<file path="config.mk">
export PLATFORM = sky130hd
export DESIGN_NAME = spc_search
export DESIGN_NICKNAME = d
export VERILOG_FILES = /design/src/rtl/core/srgb_pixel_converter_assert.svh /design/src/rtl/core/spc_pkg.sv /design/src/rtl/core/spc_search.sv
export SDC_FILE = /design/constraint.sdc
export NUM_CORES = 2
export LEC_CHECK = 0
export BUFFER_PORTS_ARGS = -buffer_cell sky130_fd_sc_hd__buf_2
export CAP_MARGIN = 20
export CORE_ASPECT_RATIO = 2
export CORE_UTILIZATION = 26
export DETAILED_ROUTE_END_ITERATION = 7
export PLACE_DENSITY = 0.5
export SLEW_MARGIN = 0
export SYNTH_ARGS = -nofsm -noshare
export SYNTH_HDL_FRONTEND = slang
export SYNTH_SLANG_ARGS = --single-unit
</file>
<file path="constraint.sdc">
create_clock -name i_clk -period 10.6 [get_ports i_clk]
set_input_delay 0.53 -clock i_clk [delete_from_list [all_inputs] [get_ports i_clk]]
set_output_delay 0.53 -clock i_clk [all_outputs]
set_load 0.01 [all_outputs]
</file>
<file path="src/rtl/core/srgb_pixel_converter_assert.svh">
// Assertion macros for the sRGB pixel converter.
// Used by the top level only; no other dependencies.
`ifndef SRGB_PIXEL_CONVERTER_ASSERT_SVH
`define SRGB_PIXEL_CONVERTER_ASSERT_SVH

// Same-cycle implication, disabled during reset
`define SPC_ASSERT_IMPLY(lbl, clk, rst_n, ante, cons, msg) \
    lbl: assert property (@(posedge clk) disable iff (!(rst_n)) (ante) |-> (cons)) \
        else $error(msg);

// Next-cycle implication, disabled during reset
`define SPC_ASSERT_NEXT(lbl, clk, rst_n, ante, cons, msg) \
    lbl: assert property (@(posedge clk) disable iff (!(rst_n)) (ante) |=> (cons)) \
        else $error(msg);

`endif

</file>
<file path="src/rtl/core/spc_pkg.sv">
// Package for the sRGB pixel converter: payload and stage types, pipeline
// constants and the decode and encode-threshold tables built at elaboration.
// No dependencies.
`timescale 1ns / 1ps

package spc_pkg;

    localparam int CHANNELS     = 3;
    localparam int SEARCH_BITS  = 8;
    localparam int PIPE_STAGES  = SEARCH_BITS + 1;
    localparam int LUT_DEPTH    = 256;
    localparam int DEC_LIN_LAST = 10;
    localparam int ENC_LIN_LAST = 10;

    localparam real CURVE_GAMMA = 2.4;
    localparam real CURVE_DEN   = 10761.0;
    localparam real CODE_SCALE  = 65535.0;
    localparam real HALF        = 0.5;

    localparam logic [16:0] ALPHA_BIAS  = 17'd128;
    localparam logic [16:0] ALPHA_RECIP = 17'd65281;
    localparam int          ALPHA_SHIFT = 24;

    typedef logic [LUT_DEPTH-1:0][15:0] t_lut;

    typedef struct packed {
        logic [15:0] red_in;
        logic [15:0] green_in;
        logic [15:0] blue_in;
        logic [15:0] alpha_in;
    } t_pixel_in;

    typedef struct packed {
        logic [15:0] red_out;
        logic [15:0] green_out;
        logic [15:0] blue_out;
        logic [15:0] alpha_out;
    } t_pixel_out;

    typedef struct packed {
        logic                           dir;
        logic [CHANNELS-1:0][15:0]      val;
        logic [CHANNELS-1:0][SEARCH_BITS-1:0] k;
        logic [15:0]                    alpha;
    } t_stage;

    typedef struct packed {
        logic [PIPE_STAGES-1:0] adv;
        logic [PIPE_STAGES-1:0] vld;
    } t_pipe_ctl;

    // byte -> linear code, round(curve(byte/255) * 65535)
    function automatic t_lut f_build_dec();
        t_lut lut;
        int   b;
        int   n;
        real  u;
        real  v;
        for (b = 0; b < LUT_DEPTH; b++) begin
            if (b <= DEC_LIN_LAST) begin
                n = (13107000 * b + 329460) / 658920;
            end else begin
                u = real'(40 * b + 561) / CURVE_DEN;
                v = $pow(u, CURVE_GAMMA) * CODE_SCALE + HALF;
                n = $rtoi(v);
            end
            lut[b] = 16'(n);
        end
        return lut;
    endfunction

    // smallest linear code that encodes to byte k or above
    function automatic t_lut f_build_enc();
        t_lut thr;
        int   k;
        int   n;
        real  x;
        thr[0] = 16'd0;
        for (k = 1; k < LUT_DEPTH; k++) begin
            if (k <= ENC_LIN_LAST) begin
                n = (13107000 * k - 6553500 + 658919) / 658920;
            end else begin
                x = $pow(real'(40 * k + 541) / CURVE_DEN, CURVE_GAMMA) * CODE_SCALE;
                n = $rtoi(x);
                if (real'(n) < x) begin
                    n = n + 1;
                end
            end
            thr[k] = 16'(n);
        end
        return thr;
    endfunction

    localparam t_lut DEC_LUT = f_build_dec();
    localparam t_lut ENC_THR = f_build_enc();

endpackage

</file>
<file path="src/rtl/core/spc_search.sv">
// Encode search pipeline: one threshold compare per bit per stage, MSB first.
// Depends on spc_pkg.
`timescale 1ns / 1ps

module spc_search (
    input  logic                               i_clk,
    input  logic [spc_pkg::SEARCH_BITS-1:0]    i_adv,
    input  spc_pkg::t_stage                    i_stage,
    output spc_pkg::t_stage                    o_stage
);
    import spc_pkg::*;

    t_stage r_stg   [SEARCH_BITS];
    t_stage n_stg   [SEARCH_BITS];
    t_stage stg_in  [SEARCH_BITS];

    for (genvar s = 0; s < SEARCH_BITS; s++) begin : g_stage
        logic [CHANNELS-1:0][SEARCH_BITS-1:0] cand;

        if (s == 0) begin : g_first
            assign stg_in[s] = i_stage;
        end else begin : g_rest
            assign stg_in[s] = r_stg[s-1];
        end

        always_comb begin
            n_stg[s] = stg_in[s];
            for (int ch = 0; ch < CHANNELS; ch++) begin
                cand[ch] = stg_in[s].k[ch] | (SEARCH_BITS'(1) << (SEARCH_BITS - 1 - s));
                if (stg_in[s].val[ch] >= ENC_THR[cand[ch]]) begin
                    n_stg[s].k[ch] = cand[ch];
                end
            end
        end

        always_ff @(posedge i_clk) begin
            if (i_adv[s]) begin
                r_stg[s] <= n_stg[s];
            end
        end
    end

    assign o_stage = r_stg[SEARCH_BITS-1];

endmodule
</file>
==> metrics list <==
- Outcome: complete, but fails checks
- The final reports fail on DRC.
* Sum of negative setup slack: 0 ns
- Slowest cell on crit path: sky130_fd_sc_hd__edfxtp_1
- Maxcap violations: 0
* Cell type with the highest aggregate area in the netlist: sky130_fd_sc_hd__edfxtp_1
- The HPWL after detailed placement is 292000 um.
- Input and output buffers added on the ports amount to between 150 and 200.
* Largest register by flop count: r_stg
* Number of endpoints failing setup at the final stage: 0
* Cell Count Post-Placement: 15.1k
- CP Capture Type: register
- Crit path required time: approximately 11 ns
- Along the worst path, the maximum fanout reaches 22.
- The die is 835 um tall.
- For this run, design rule violations remaining after detail routing come to 2.
- The startpoint identified for the worst register-to-register timing path is r_stg[0][17]$_DFFE_PP_.
- Critical path data arrival time: roughly 5.7 ns
- Fraction of registers with async set/reset: 0
- Filler instances: 37.5k
- I/O pin count: 187
- Worst-case clock buffer depth: 3
- Placement Rows: 305
- Primary flip-flop cell chosen by synthesis mapping: sky130_fd_sc_hd__edfxtp_1
- Measured along the x axis, the die boundary spans approximately 420 um.
* Hold Fails Final Rpt: 0
* Max FFs per register: 712
- #FFs+latches synth: ~710
- Core Area: 0.345 sq mm
- Sequential cell area fraction in the yosys report: 0.237
- Worst stage delay on the critical path: about 0.9 ns
* Netlist area before placement: around 0.09 sq mm
* Upper clock frequency limit: ~0.19 GHz
* Synth-to-Final Area Change: 6.26%
* Synthesis warning total: 0
- For this run the aggregate overflow at the end of global routing stands at 0.
* Synth Area per Inst: approximately 8 sq um
- Share of the clock period used by the worst path after layout: 0.492
- Leak: 34.5 nW
- Tracing the worst setup path back leads to its startpoint at r_stg[0][17]$_DFFE_PP_.
- Hold is met by about 0.037 ns.
* Setup CP Type: register to register
- CTS placed an instance of sky130_fd_sc_hd__clkbuf_16 at the clock tree root.
* Gpl congestion: 1.03
* Max VDD drop: 0.132 mV
- The pre-antenna-repair detailed-routing pass consisted of 8 iterations.
* Via total after detailed routing: 93.4k
- Most frequent cells after synthesis: 924 x sky130_fd_sc_hd__a21oi_1, 922 x sky130_fd_sc_hd__nand2_1, 870 x sky130_fd_sc_hd__o21ai_0
- In the global route stage, overall resource usage came out at 0.221.
- Setup repair after global routing left no endpoint under its margin.
* Biggest area contributors in the synthesized netlist: sky130_fd_sc_hd__edfxtp_1 24%, sky130_fd_sc_hd__ha_1 11%, sky130_fd_sc_hd__a21oi_1 5.1%
* Pin count of the biggest net entering global routing: 97
* Antenna Nets Post-Route: 0
- Number of CTS-inserted buffers: 80
- Global-route wire length before repair: 600000 um
- Worst rel slew slack: 0.210
- Htree depth: 3
- Yosys mapped the design onto 96 distinct sky130hd cell types.
* Clk slew on worst S/H paths: 0.06 ns
* Cell family with most CP delay: compound AO/OA/AOI/OAI gates
- Net count of the mapped netlist: about 12k
- By instance count, the leading cell after synthesis is sky130_fd_sc_hd__a21oi_1.
- Insertion delay of the later-clocked pin in the worst-skew pair: roughly 0.75 ns
- Once the clock tree was built, the resizer swapped 0 gates to a different size.
- Initial DRC Count: 10.8k
- Counting flops with a built-in enable in the synthesized netlist gives 712.
* Number of clock sinks seen by CTS: slightly above 700
- Top cell type's share of synthesized area: 0.237
- Of the cells placed in the final design, the portion with a size suffix greater than 1 is 0.0783.
- Vias per cell: between 6 and 7
- Slew Limit Fails: 0
* Final critical path time including I/O delays and setup: 5.22 ns
* Total wire length after detailed routing: 406000 um
* Type of the worst min-delay path: input port to register
* WP buf/inv: 1
- STA classifies the critical path startpoint as a register.
- In the final layout, the registers with the most flip-flops are r_stg x712.
- The net count of the finished layout is 11.5k.
- The floorplan step defined a die boundary enclosing 0.350 sq mm.
- Hold wc startpoint: i_stage[80]
* Fin Clk Skew: 0.0526 ns
* Initial Util: 0.261
* Routed length per instance: 26.6 um
- Antenna violations before repair: 6
- Sequence of cells on the critical path: inv_1, ha_1, nand2b_1, nand2_1, mux4_2, o2111a_1, a221o_1, ha_1, nand2b_1, a2111oi_0, o21a_1, o311ai_0, a21o_1
- The finished layout holds 15.3k standard cells, fillers aside.
- In this run the power density over the cells is approximately 110 mW/mm^2.
* Synthesized netlist cell count: 11.3k
- Number of global-route vias before repair: 89.8k
* Transition time at the pin with the least slew margin: 1.17 ns
* CTS tree: done
==> metal layers <==
| layer | global-route usage | up-vias | wire, um |
|---|---|---|---|
| met2 | 0.409 | 5165 | 210000 |
| met5 | 0 | - | 13 |
| met4 | 0.169 | 2 | 37300 |
| li1 | - | 41985 | - |
| met1 | 0.226 | 44527 | 137000 |
| met3 | 0.0236 | 1677 | 22300 |
==> layout by cell type (no fill, tap or decap), types with 118 or more instances in the layout <==
cell,count
sky130_fd_sc_hd__a21oi_1,924
sky130_fd_sc_hd__nand2_1,922
sky130_fd_sc_hd__o21ai_0,870
sky130_fd_sc_hd__ha_1,787
sky130_fd_sc_hd__nor2_1,773
sky130_fd_sc_hd__edfxtp_1,712
sky130_fd_sc_hd__nand2b_1,445
sky130_fd_sc_hd__nor2b_1,350
sky130_fd_sc_hd__nand3_1,318
sky130_fd_sc_hd__nor3_1,286
sky130_fd_sc_hd__o211ai_1,280
sky130_fd_sc_hd__a211oi_1,271
sky130_fd_sc_hd__a31oi_1,247
sky130_fd_sc_hd__buf_4,241
sky130_fd_sc_hd__inv_1,223
sky130_fd_sc_hd__a311oi_1,179
sky130_fd_sc_hd__buf_2,177
sky130_fd_sc_hd__o311ai_0,144
sky130_fd_sc_hd__a21o_1,140
sky130_fd_sc_hd__o31ai_1,126
sky130_fd_sc_hd__mux4_2,118
==> per-stage QoR <==
step                      setup slack, ns  power [mW]  cell area, sq um  utilization
after floorplan                      6.55        6.47             90300            -
after global placement               5.52        7.91             92800        0.269
after detailed placement             5.48        7.89             92800        0.269
after CTS                            5.46        10.9             96000        0.278
after global routing                 5.13        11.5             96000        0.278
final                                5.38        10.9             96000        0.278
==> layout make-up <==
cell class	instances	area, sq um	area share
Timing Repair Buffer	461	3130	0.0326
Multi-Input combinational cell	9065	62000	0.646
Clock buffer	91	2040	0.0213
Tap cell	4605	5760	0.0600
Clock inverter	53	638	0.00665
Inverter	268	1010	0.0105
Sequential cell	712	21400	0.223
Antenna cell	5	12.5	0.000130
==> where the power goes <==
| part | switching [mW] | leakage [nW] | total [mW] | internal, mW |
|---|---|---|---|---|
| sequential | 0.144 | 6.94 | 3.46 | 3.31 |
| combinational | 3.02 | 26.3 | 4.55 | 1.53 |
| clock | 1.38 | 1.28 | 2.94 | 1.56 |
| total | 4.54 | 34.5 | 10.9 | 6.40 |
==> worst paths after layout <==
path	to	slack, ns	depth (start not counted)
hold / removal	r_stg[0][80]$_DFFE_PP_	0.04	1
setup reg to reg	r_stg[0][111]$_DFFE_PP_	5.38	13
hold reg to reg	r_stg[1][179]$_DFFE_PP_	0.41	0
setup / recovery	r_stg[0][111]$_DFFE_PP_	5.38	13
==> timing repair <==
action	CTS	global route
setup endpoints to repair	0	0
hold buffers	43	0
setup buffers	0	0
hold endpoints to repair	43	0
==> logic make-up after synthesis <==
kind of cell | count (synthesis) | share of synthesized area
AO/OA/AOI/OAI | 4350 | 0.328
AND/OR/NAND/NOR | 3621 | 0.198
buffers and inverters | 1522 | 0.0767
adder cells (fa/ha/maj) | 790 | 0.110
flip-flops | 712 | 0.237
multiplexers | 273 | 0.0472
XOR/XNOR | 31 | 0.00301
Power figures use the tool's default switching activity.
