File: src/rtl/core/srgb_pixel_converter_assert.svh
// Assertion macros for the sRGB pixel converter.
// Used by the top level only; no other dependencies.
`ifndef SRGB_PIXEL_CONVERTER_ASSERT_SVH
`define SRGB_PIXEL_CONVERTER_ASSERT_SVH

// Same-cycle implication, disabled during reset
`define SPC_ASSERT_IMPLY(lbl, clk, rst_n, ante, cons, msg) \
    lbl: assert property (@(posedge clk) disable iff (!(rst_n)) (ante) |-> (cons)) \
        else $error(msg);

// Next-cycle implication, disabled during reset
`define SPC_ASSERT_NEXT(lbl, clk, rst_n, ante, cons, msg) \
    lbl: assert property (@(posedge clk) disable iff (!(rst_n)) (ante) |=> (cons)) \
        else $error(msg);

`endif

File: src/rtl/core/spc_pkg.sv
// Package for the sRGB pixel converter: payload and stage types, pipeline
// constants and the decode and encode-threshold tables built at elaboration.
// No dependencies.
`timescale 1ns / 1ps

package spc_pkg;

    localparam int CHANNELS     = 3;
    localparam int SEARCH_BITS  = 8;
    localparam int PIPE_STAGES  = SEARCH_BITS + 1;
    localparam int LUT_DEPTH    = 256;
    localparam int DEC_LIN_LAST = 10;
    localparam int ENC_LIN_LAST = 10;

    localparam real CURVE_GAMMA = 2.4;
    localparam real CURVE_DEN   = 10761.0;
    localparam real CODE_SCALE  = 65535.0;
    localparam real HALF        = 0.5;

    localparam logic [16:0] ALPHA_BIAS  = 17'd128;
    localparam logic [16:0] ALPHA_RECIP = 17'd65281;
    localparam int          ALPHA_SHIFT = 24;

    typedef logic [LUT_DEPTH-1:0][15:0] t_lut;

    typedef struct packed {
        logic [15:0] red_in;
        logic [15:0] green_in;
        logic [15:0] blue_in;
        logic [15:0] alpha_in;
    } t_pixel_in;

    typedef struct packed {
        logic [15:0] red_out;
        logic [15:0] green_out;
        logic [15:0] blue_out;
        logic [15:0] alpha_out;
    } t_pixel_out;

    typedef struct packed {
        logic                           dir;
        logic [CHANNELS-1:0][15:0]      val;
        logic [CHANNELS-1:0][SEARCH_BITS-1:0] k;
        logic [15:0]                    alpha;
    } t_stage;

    typedef struct packed {
        logic [PIPE_STAGES-1:0] adv;
        logic [PIPE_STAGES-1:0] vld;
    } t_pipe_ctl;

    // byte -> linear code, round(curve(byte/255) * 65535)
    function automatic t_lut f_build_dec();
        t_lut lut;
        int   b;
        int   n;
        real  u;
        real  v;
        for (b = 0; b < LUT_DEPTH; b++) begin
            if (b <= DEC_LIN_LAST) begin
                n = (13107000 * b + 329460) / 658920;
            end else begin
                u = real'(40 * b + 561) / CURVE_DEN;
                v = $pow(u, CURVE_GAMMA) * CODE_SCALE + HALF;
                n = $rtoi(v);
            end
            lut[b] = 16'(n);
        end
        return lut;
    endfunction

    // smallest linear code that encodes to byte k or above
    function automatic t_lut f_build_enc();
        t_lut thr;
        int   k;
        int   n;
        real  x;
        thr[0] = 16'd0;
        for (k = 1; k < LUT_DEPTH; k++) begin
            if (k <= ENC_LIN_LAST) begin
                n = (13107000 * k - 6553500 + 658919) / 658920;
            end else begin
                x = $pow(real'(40 * k + 541) / CURVE_DEN, CURVE_GAMMA) * CODE_SCALE;
                n = $rtoi(x);
                if (real'(n) < x) begin
                    n = n + 1;
                end
            end
            thr[k] = 16'(n);
        end
        return thr;
    endfunction

    localparam t_lut DEC_LUT = f_build_dec();
    localparam t_lut ENC_THR = f_build_enc();

endpackage

File: src/rtl/core/spc_pipe_ctrl.sv
// Valid bits and per-stage advance enables for the converter pipeline.
// Depends on spc_pkg.
`timescale 1ns / 1ps

module spc_pipe_ctrl (
    input  logic               i_clk,
    input  logic               i_rst_n,
    input  logic               i_in_valid,
    input  logic               i_out_ready,
    output spc_pkg::t_pipe_ctl o_ctl
);
    import spc_pkg::*;

    logic [PIPE_STAGES-1:0] r_vld;
    logic [PIPE_STAGES-1:0] n_vld;
    logic [PIPE_STAGES-1:0] adv;

    always_comb begin
        adv[PIPE_STAGES-1] = !r_vld[PIPE_STAGES-1] || i_out_ready;
        for (int s = PIPE_STAGES - 2; s >= 0; s--) begin
            adv[s] = !r_vld[s] || adv[s+1];
        end
    end

    always_comb begin
        n_vld[0] = adv[0] ? i_in_valid : r_vld[0];
        for (int s = 1; s < PIPE_STAGES; s++) begin
            n_vld[s] = adv[s] ? r_vld[s-1] : r_vld[s];
        end
    end

    always_ff @(posedge i_clk) begin
        if (!i_rst_n) begin
            r_vld <= '0;
        end else begin
            r_vld <= n_vld;
        end
    end

    assign o_ctl.adv = adv;
    assign o_ctl.vld = r_vld;

endmodule

File: config.mk
export PLATFORM = sky130hd
export DESIGN_NAME = spc_pipe_ctrl
export DESIGN_NICKNAME = d
export VERILOG_FILES = /design/src/rtl/core/srgb_pixel_converter_assert.svh /design/src/rtl/core/spc_pkg.sv /design/src/rtl/core/spc_pipe_ctrl.sv
export SDC_FILE = /design/constraint.sdc
export NUM_CORES = 1
export LEC_CHECK = 0
export BUFFER_PORTS_ARGS = -buffer_cell sky130_fd_sc_hd__buf_2
export CORE_AREA = 2 2 39 41
export CTS_BUF_LIST = sky130_fd_sc_hd__clkbuf_8
export DETAILED_ROUTE_END_ITERATION = 12
export DIE_AREA = 0 0 41 43
export PLACE_DENSITY = 0.57
export SLEW_MARGIN = 20
export SYNTH_ARGS = -nofsm -noshare
export SYNTH_HDL_FRONTEND = slang
export SYNTH_SLANG_ARGS = --single-unit
File: constraint.sdc
create_clock -name i_clk -period 1.2 [get_ports i_clk]
set_input_delay 0.24 -clock i_clk [delete_from_list [all_inputs] [get_ports i_clk]]
set_output_delay 0.24 -clock i_clk [all_outputs]
set_load 0.01 [all_outputs]
==> results of run 1 <==
-- synthesized netlist by cell type --
library cell  instances
nand2_1              10
dfxtp_1               9
nand3_1               5
inv_2                 3
o21a_1                3
o21ai_1               2
o21ai_2               2
a21boi_0              1
a21oi_1               1
and3b_2               1
clkbuf_1              1
inv_1                 1
nand2b_1              1
nor2_2                1
nor2b_1               1
nor3_4                1
-- metrics by stage --
step	total power (uW)	hold slack (ns)	utilization, %	area (sq um)
floorplan	331	0.353	-	380
global placement	347	0.448	41.7	577
detailed placement	347	0.442	41.7	577
CTS	686	0.204	46.9	649
global route	698	0.230	48.8	676
finish	674	0.214	48.8	676
-- where the power goes --
part,internal (uW),switching (uW)
combinational,14.8,16.2
clock,222,110
sequential,306,5.45
total,542,132
-- worst max-delay path, stage by stage (launching register included) --
cell and delay (ns):
dfxtp_2 0.31, and3b_2 0.20, buf_4 0.13, buf_6 0.10, buf_4 0.13, nand2_2 0.06
buf_6 0.09
-- area by class of cell --
| type | count | area (sq um) |
|---|---|---|
| clock buffers | 3 | 41.3 |
| flip-flops and latches | 9 | 184 |
| well taps | 16 | 20.0 |
| repair buffers | 33 | 228 |
| multi-input cells | 29 | 184 |
| clock inverters | 1 | 3.75 |
| inverters | 4 | 15.0 |
| fillers | 144 | 708 |
-- metal layers --
layer  share of wire (%)  up-vias
li1                    -      213
met1                  43      195
met2                  49       13
met3                 5.7        2
met4                 2.6        0
met5                   0        -
-- path summary, 6_finish.rpt --
check	startpoint	end	cells past startpoint
hold reg to reg	r_vld[8]	r_vld[8]	2
setup reg to reg	r_vld[8]	r_vld[6]	6
setup / recovery	r_vld[8]	o_ctl[15]	6
hold / removal	i_in_valid	r_vld[0]	3
-- logic make-up (layout without fill, tap and decap cells) --
logic type      after synthesis  after routing  synth area share (%)
compound gates                9              9                  16.9
flops                         9              9                  48.8
simple gates                 20             20                  29.2
buf+inv                       5             41                  5.08
-- repair_timing --
| item | CTS | global route |
|---|---|---|
| setup buffers | 2 | 1 |
| setup endpoints to repair | 8 | 13 |
| gates resized for setup | 2 | 6 |
| hold endpoints to repair | 0 | 0 |
| pin swaps | 1 | 3 |
==> results.sh, run 1 <==
export IMPL_synth_area_sq_um=369
export IMPL_drt_antenna_violating_nets=0
export IMPL_portBuffers=21
export IMPL_layout_min_cycle_time_ns=1.50
export IMPL_dp_cells=89
export IMPL_grt_util_met1_pct=12.4
export IMPL_hold_viol_final=0
export IMPL_overflow=0
export IMPL_finalWirelength_microns=924
export IMPL_hpwlAfterDp_microns=682
export IMPL_grt_pass1_wl_microns=1240
export IMPL_layout_drive_gt1_share_pct=64.6
export IMPL_top_register="r_vld"
export IMPL_worstSetupPathType="reg -> out"
export IMPL_via_per_inst=4.45
export IMPL_postSynthNetCount=47
export IMPL_rsz0062_at_grt="true"
export IMPL_final_setup_worst_slack_ns=-0.302
export IMPL_gp_congestion=0.731
export IMPL_setup_viol=8
export IMPL_syn_inst=43
export IMPL_htreeDepth=1
export IMPL_largest_reg_flops=9
export IMPL_power_density_nw_per_um2=997
export IMPL_clk_pin_slew_ns=0.05
export IMPL_final_common_cell="buf_2"
export IMPL_root_buffer="clkbuf_8"
export IMPL_violations="setup timing"
export IMPL_met2_usage_pct=14.7
export IMPL_cts_buffers=3
export IMPL_design_portCount=22
export IMPL_grt_max_degree=14
export IMPL_critPathMaxFanout=3
export IMPL_grt_pass1_vias=340
export IMPL_vias=423
export IMPL_cp_required_ns=0.96
export IMPL_grt_antenna_before_repair=0
export IMPL_yosysUniqueCellTypes=16
export IMPL_clock_sinks=9
export IMPL_grt_use_met3_pct=2.62
export IMPL_p_leak_uw=0.000316
export IMPL_setup_tns_final_ns=-1.85
export IMPL_clk_insertion_delay_late_ns=0.23
export IMPL_area_growth_synth_to_final_pct=83.1
export IMPL_ys_top_cells_by_area="dfxtp_1, nand2_1, nand3_1"
export IMPL_syn_avg_cell_area_sq_um=8.58
export IMPL_regToRegSetupSlack_ns=0.05
export IMPL_drc=0
export IMPL_first_iter_violations=1
export IMPL_maxCapViolCount=0
export IMPL_period_share_pct=125
export IMPL_drtPass1Iterations=3
export IMPL_pre_cts_slack_ns=-0.129
export IMPL_yosys_area_top_type="dfxtp_1"
export IMPL_finalClockSkew_ns=0.00446
export IMPL_final_cell_mix="buf_2, buf_4, nand2_1"
export IMPL_die_h_microns=43
export IMPL_cts_tree="built"
export IMPL_nNetsFinal=84
export IMPL_initial_core_util_pct=26.7
export IMPL_outcome="complete, but fails checks"
export IMPL_reg_largest_list="r_vld: 9 flops"
export IMPL_top_usage_layer="met2"
export IMPL_clk_path_buf_depth=2
export IMPL_routedWlPerCell_microns=9.73
export IMPL_end_kind="output port"
export IMPL_num_rows=14
export IMPL_slew_viol_final=0
export IMPL_fmax_ghz=0.666
export IMPL_yosys_warnings=0
export IMPL_cp_arrival_ns=1.26
export IMPL_cp_start_kind="flop"
export IMPL_yosysSeqAreaShare_pct=48.8
export IMPL_die_area_sq_um=1760
export IMPL_cts_hold_fix_buffers=0
export IMPL_antenna_cells=0
export IMPL_hold_path_class="in -> reg"
export IMPL_ir_drop_v=0.000514
export IMPL_core_area_sq_um=1380
export IMPL_tightest_slew_ns=0.254
export IMPL_synth_seq_cells=9
export IMPL_netlist_area_leader_share_pct=48.8
export IMPL_grt_util_all_layers_pct=10.6
export IMPL_die_w_microns=41
export IMPL_relSlewSlack_pct=83.0
export IMPL_instances_no_fill=95
No activity file was read; power rests on OpenSTA's default activity.
==> run 2: changes to the inputs <==
--- a/config.mk
+++ b/config.mk
@@ -5,12 +5,13 @@
 export SDC_FILE = /design/constraint.sdc
 export NUM_CORES = 1
 export LEC_CHECK = 0
+export ABC_CLOCK_PERIOD_IN_PS = 1300
 export BUFFER_PORTS_ARGS = -buffer_cell sky130_fd_sc_hd__buf_2
 export CORE_AREA = 2 2 39 41
 export CTS_BUF_LIST = sky130_fd_sc_hd__clkbuf_8
 export DETAILED_ROUTE_END_ITERATION = 12
 export DIE_AREA = 0 0 41 43
-export PLACE_DENSITY = 0.57
+export PLACE_DENSITY = 0.59
 export SLEW_MARGIN = 20
 export SYNTH_ARGS = -nofsm -noshare
 export SYNTH_HDL_FRONTEND = slang
==> constraint.sdc (replaced) <==
create_clock -name i_clk -period 1.3 [get_ports i_clk]
set_input_delay 0.26 -clock i_clk [delete_from_list [all_inputs] [get_ports i_clk]]
set_output_delay 0.26 -clock i_clk [all_outputs]
set_load 0.01 [all_outputs]
==> run 2 against run 1 <==
Net effect:
- the flow still finishes with violations (setup timing)
- global-route usage increased by 0.71 points
- utilization decreased by 2.9 points
- combinational power decreased by 15%
- sequential cell count unchanged
- worst setup slack improved by 0.12 ns
- non-clock buffer count decreased by 2
- critical path depth decreased by 1
- total power decreased by 8.3%
- sequential share of layout area increased by 1.5 points
==> results.sh, run 2 (synthesis results as in run 1) <==
export IMPL_relSlewSlack_pct=85.1
export IMPL_via_per_inst=4.31
export IMPL_post_route_util_pct=45.9
export IMPL_drc=0
export IMPL_grt_pass1_wl_microns=1290
export IMPL_gp_congestion=0.722
export IMPL_finalWirelength_microns=831
export IMPL_die_area_sq_um=1760
export IMPL_first_iter_violations=2
export IMPL_r2r_start="r_vld[7]"
export IMPL_outcome="complete, but fails checks"
export IMPL_tightest_slew_ns=0.222
export IMPL_final_cell_area_sq_um=636
export IMPL_area_growth_synth_to_final_pct=72.2
export IMPL_setup_viol=7
export IMPL_violations="setup timing"
export IMPL_cts_hold_fix_buffers=0
export IMPL_p_leak_uw=0.000292
export IMPL_critPathTopFamily="simple AND/OR/NAND/NOR gates"
export IMPL_place_area_sq_um=556
export IMPL_grt_util_all_layers_pct=11.3
export IMPL_hold_viol_final=0
export IMPL_regToRegEndpoint="r_vld[2]"
export IMPL_drtPass1Iterations=4
export IMPL_power_density_nw_per_um2=973
export IMPL_cts_tree="built"
export IMPL_highest_layer="met4"
export IMPL_cp_start_kind="flop"
export IMPL_routedWlPerCell_microns=8.94
export IMPL_final_setup_worst_slack_ns=-0.183
export IMPL_hpwlAfterDp_microns=645
export IMPL_initial_core_util_pct=26.7
export IMPL_layout_drive_gt1_share_pct=59.7
export IMPL_top_register="r_vld"
export IMPL_regToRegSetupSlack_ns=0.14
export IMPL_layout_min_cycle_time_ns=1.48
export IMPL_slowest_stage="dfxtp_2"
export IMPL_overflow=0
export IMPL_drt_antenna_violating_nets=0
export IMPL_portBuffers=21
export IMPL_instances_no_fill=93
export IMPL_htreeDepth=1
export IMPL_antenna_cells=0
export IMPL_min_from="i_in_valid"
export IMPL_critPathMaxFanout=4
export IMPL_dr_wl_met2_microns=384
export IMPL_die_w_microns=41
export IMPL_grt_antenna_before_repair=0
export IMPL_clk_pin_slew_ns=0.04
export IMPL_worstSetupPathType="reg -> out"
export IMPL_hold_depth=3
export IMPL_holdPathEnd="r_vld[0]"
export IMPL_dp_cells=87
export IMPL_ir_drop_v=0.000551
export IMPL_worst_path_buf_inv=2
export IMPL_final_cell_mix="buf_2, nand2_1, buf_4"
export IMPL_period_share_pct=114
export IMPL_core_area_sq_um=1380
export IMPL_grt_pass1_vias=334
export IMPL_hold_path_class="in -> reg"
export IMPL_cp_required_ns=1.04
export IMPL_root_buffer="clkbuf_8"
export IMPL_reg_largest_list="r_vld: 9 flops"
export IMPL_final_common_cell="buf_2"
export IMPL_largest_reg_flops=9
export IMPL_nNetsFinal=82
export IMPL_path_cells="and3b_2 -> inv_2 -> nor3_4 -> nand3_2 -> buf_6"
export IMPL_cts_buffers=3
export IMPL_setup_tns_final_ns=-0.906
export IMPL_clock_sinks=9
export IMPL_cp_arrival_ns=1.22
export IMPL_design_portCount=22
export IMPL_end_kind="output port"
export IMPL_p_total_uw=618
export IMPL_vias=401
export IMPL_r2r_cells=6
export IMPL_grt_max_degree=14
export IMPL_clk_path_buf_depth=2
export IMPL_fmax_ghz=0.674
export IMPL_crit_path_max_incr_delay_ns=0.32
export IMPL_num_rows=14
export IMPL_finalClockSkew_ns=0.00316
export IMPL_maxCapViolCount=0
export IMPL_slew_viol_final=0
export IMPL_rsz0062_at_grt="true"
export IMPL_die_h_microns=43
export IMPL_m1WireLength_microns=371
export IMPL_clk_insertion_delay_late_ns=0.23
export IMPL_wl_met3_microns=55
[run 2: changes by cell type in the layout (fill, tap and decap cells not counted), sizes merged]
cell,previous run,this run
buf,33,31
[run 2: metal layers]
| metal | global-route usage, % | vias to the layer above |
|---|---|---|
| met1 | 11.8 | 175 |
| li1 | - | 210 |
| met3 | 3.14 | 2 |
| met2 | 17.2 | 14 |
| met4 | 10.0 | 0 |
| met5 | 0 | - |
[run 2: final cells by class]
class	instances	area [sq um]
Clock buffer	3	41.3
Clock inverter	1	3.75
Fill cell	144	748
Inverter	4	15.0
Multi-Input combinational cell	29	180
Sequential cell	9	183
Tap cell	16	20.0
Timing Repair Buffer	31	193
[run 2: what timing repair did]
item                       CTS  global route
setup endpoints to repair    7             7
pin swaps                    3             1
buffers inserted             2             0
resized for setup            5             0
[run 2: through the flow]
step	setup slack [ns]	hold WS [ns]
floorplan	-0.00331	0.373
global placement	-0.104	0.467
detailed placement	-0.117	0.462
CTS	-0.201	0.236
global route	-0.255	0.257
finish	-0.183	0.239
[run 2: power by group]
group | switching [uW] | total (uW) | leakage, uW | internal (uW)
Sequential | 5.35 | 287 | 0.0000741 | 282
Clock | 99.6 | 304 | 0.0000269 | 205
Combinational | 14.0 | 26.5 | 0.000191 | 12.5
Total | 119 | 618 | 0.000292 | 499
[run 2: tightest hold or removal path, cell delays in order]
cell and delay (ns):
buf_2 0.08, nand2_1 0.05, o21ai_2 0.04
[run 2: worst max-delay path by stage]
| stage | start | end | slack, ns | cells after the start |
|---|---|---|---|---|
| finish | r_vld[7] | o_ctl[9] | -0.18 | 5 |
| global route | r_vld[7] | o_ctl[9] | -0.25 | 5 |
| CTS | r_vld[7] | o_ctl[9] | -0.20 | 5 |
| detailed placement | i_out_ready | o_ctl[9] | -0.12 | 6 |
| global placement | i_out_ready | o_ctl[9] | -0.10 | 6 |
| floorplan | r_vld[8] | o_ctl[10] | -0.003 | 4 |
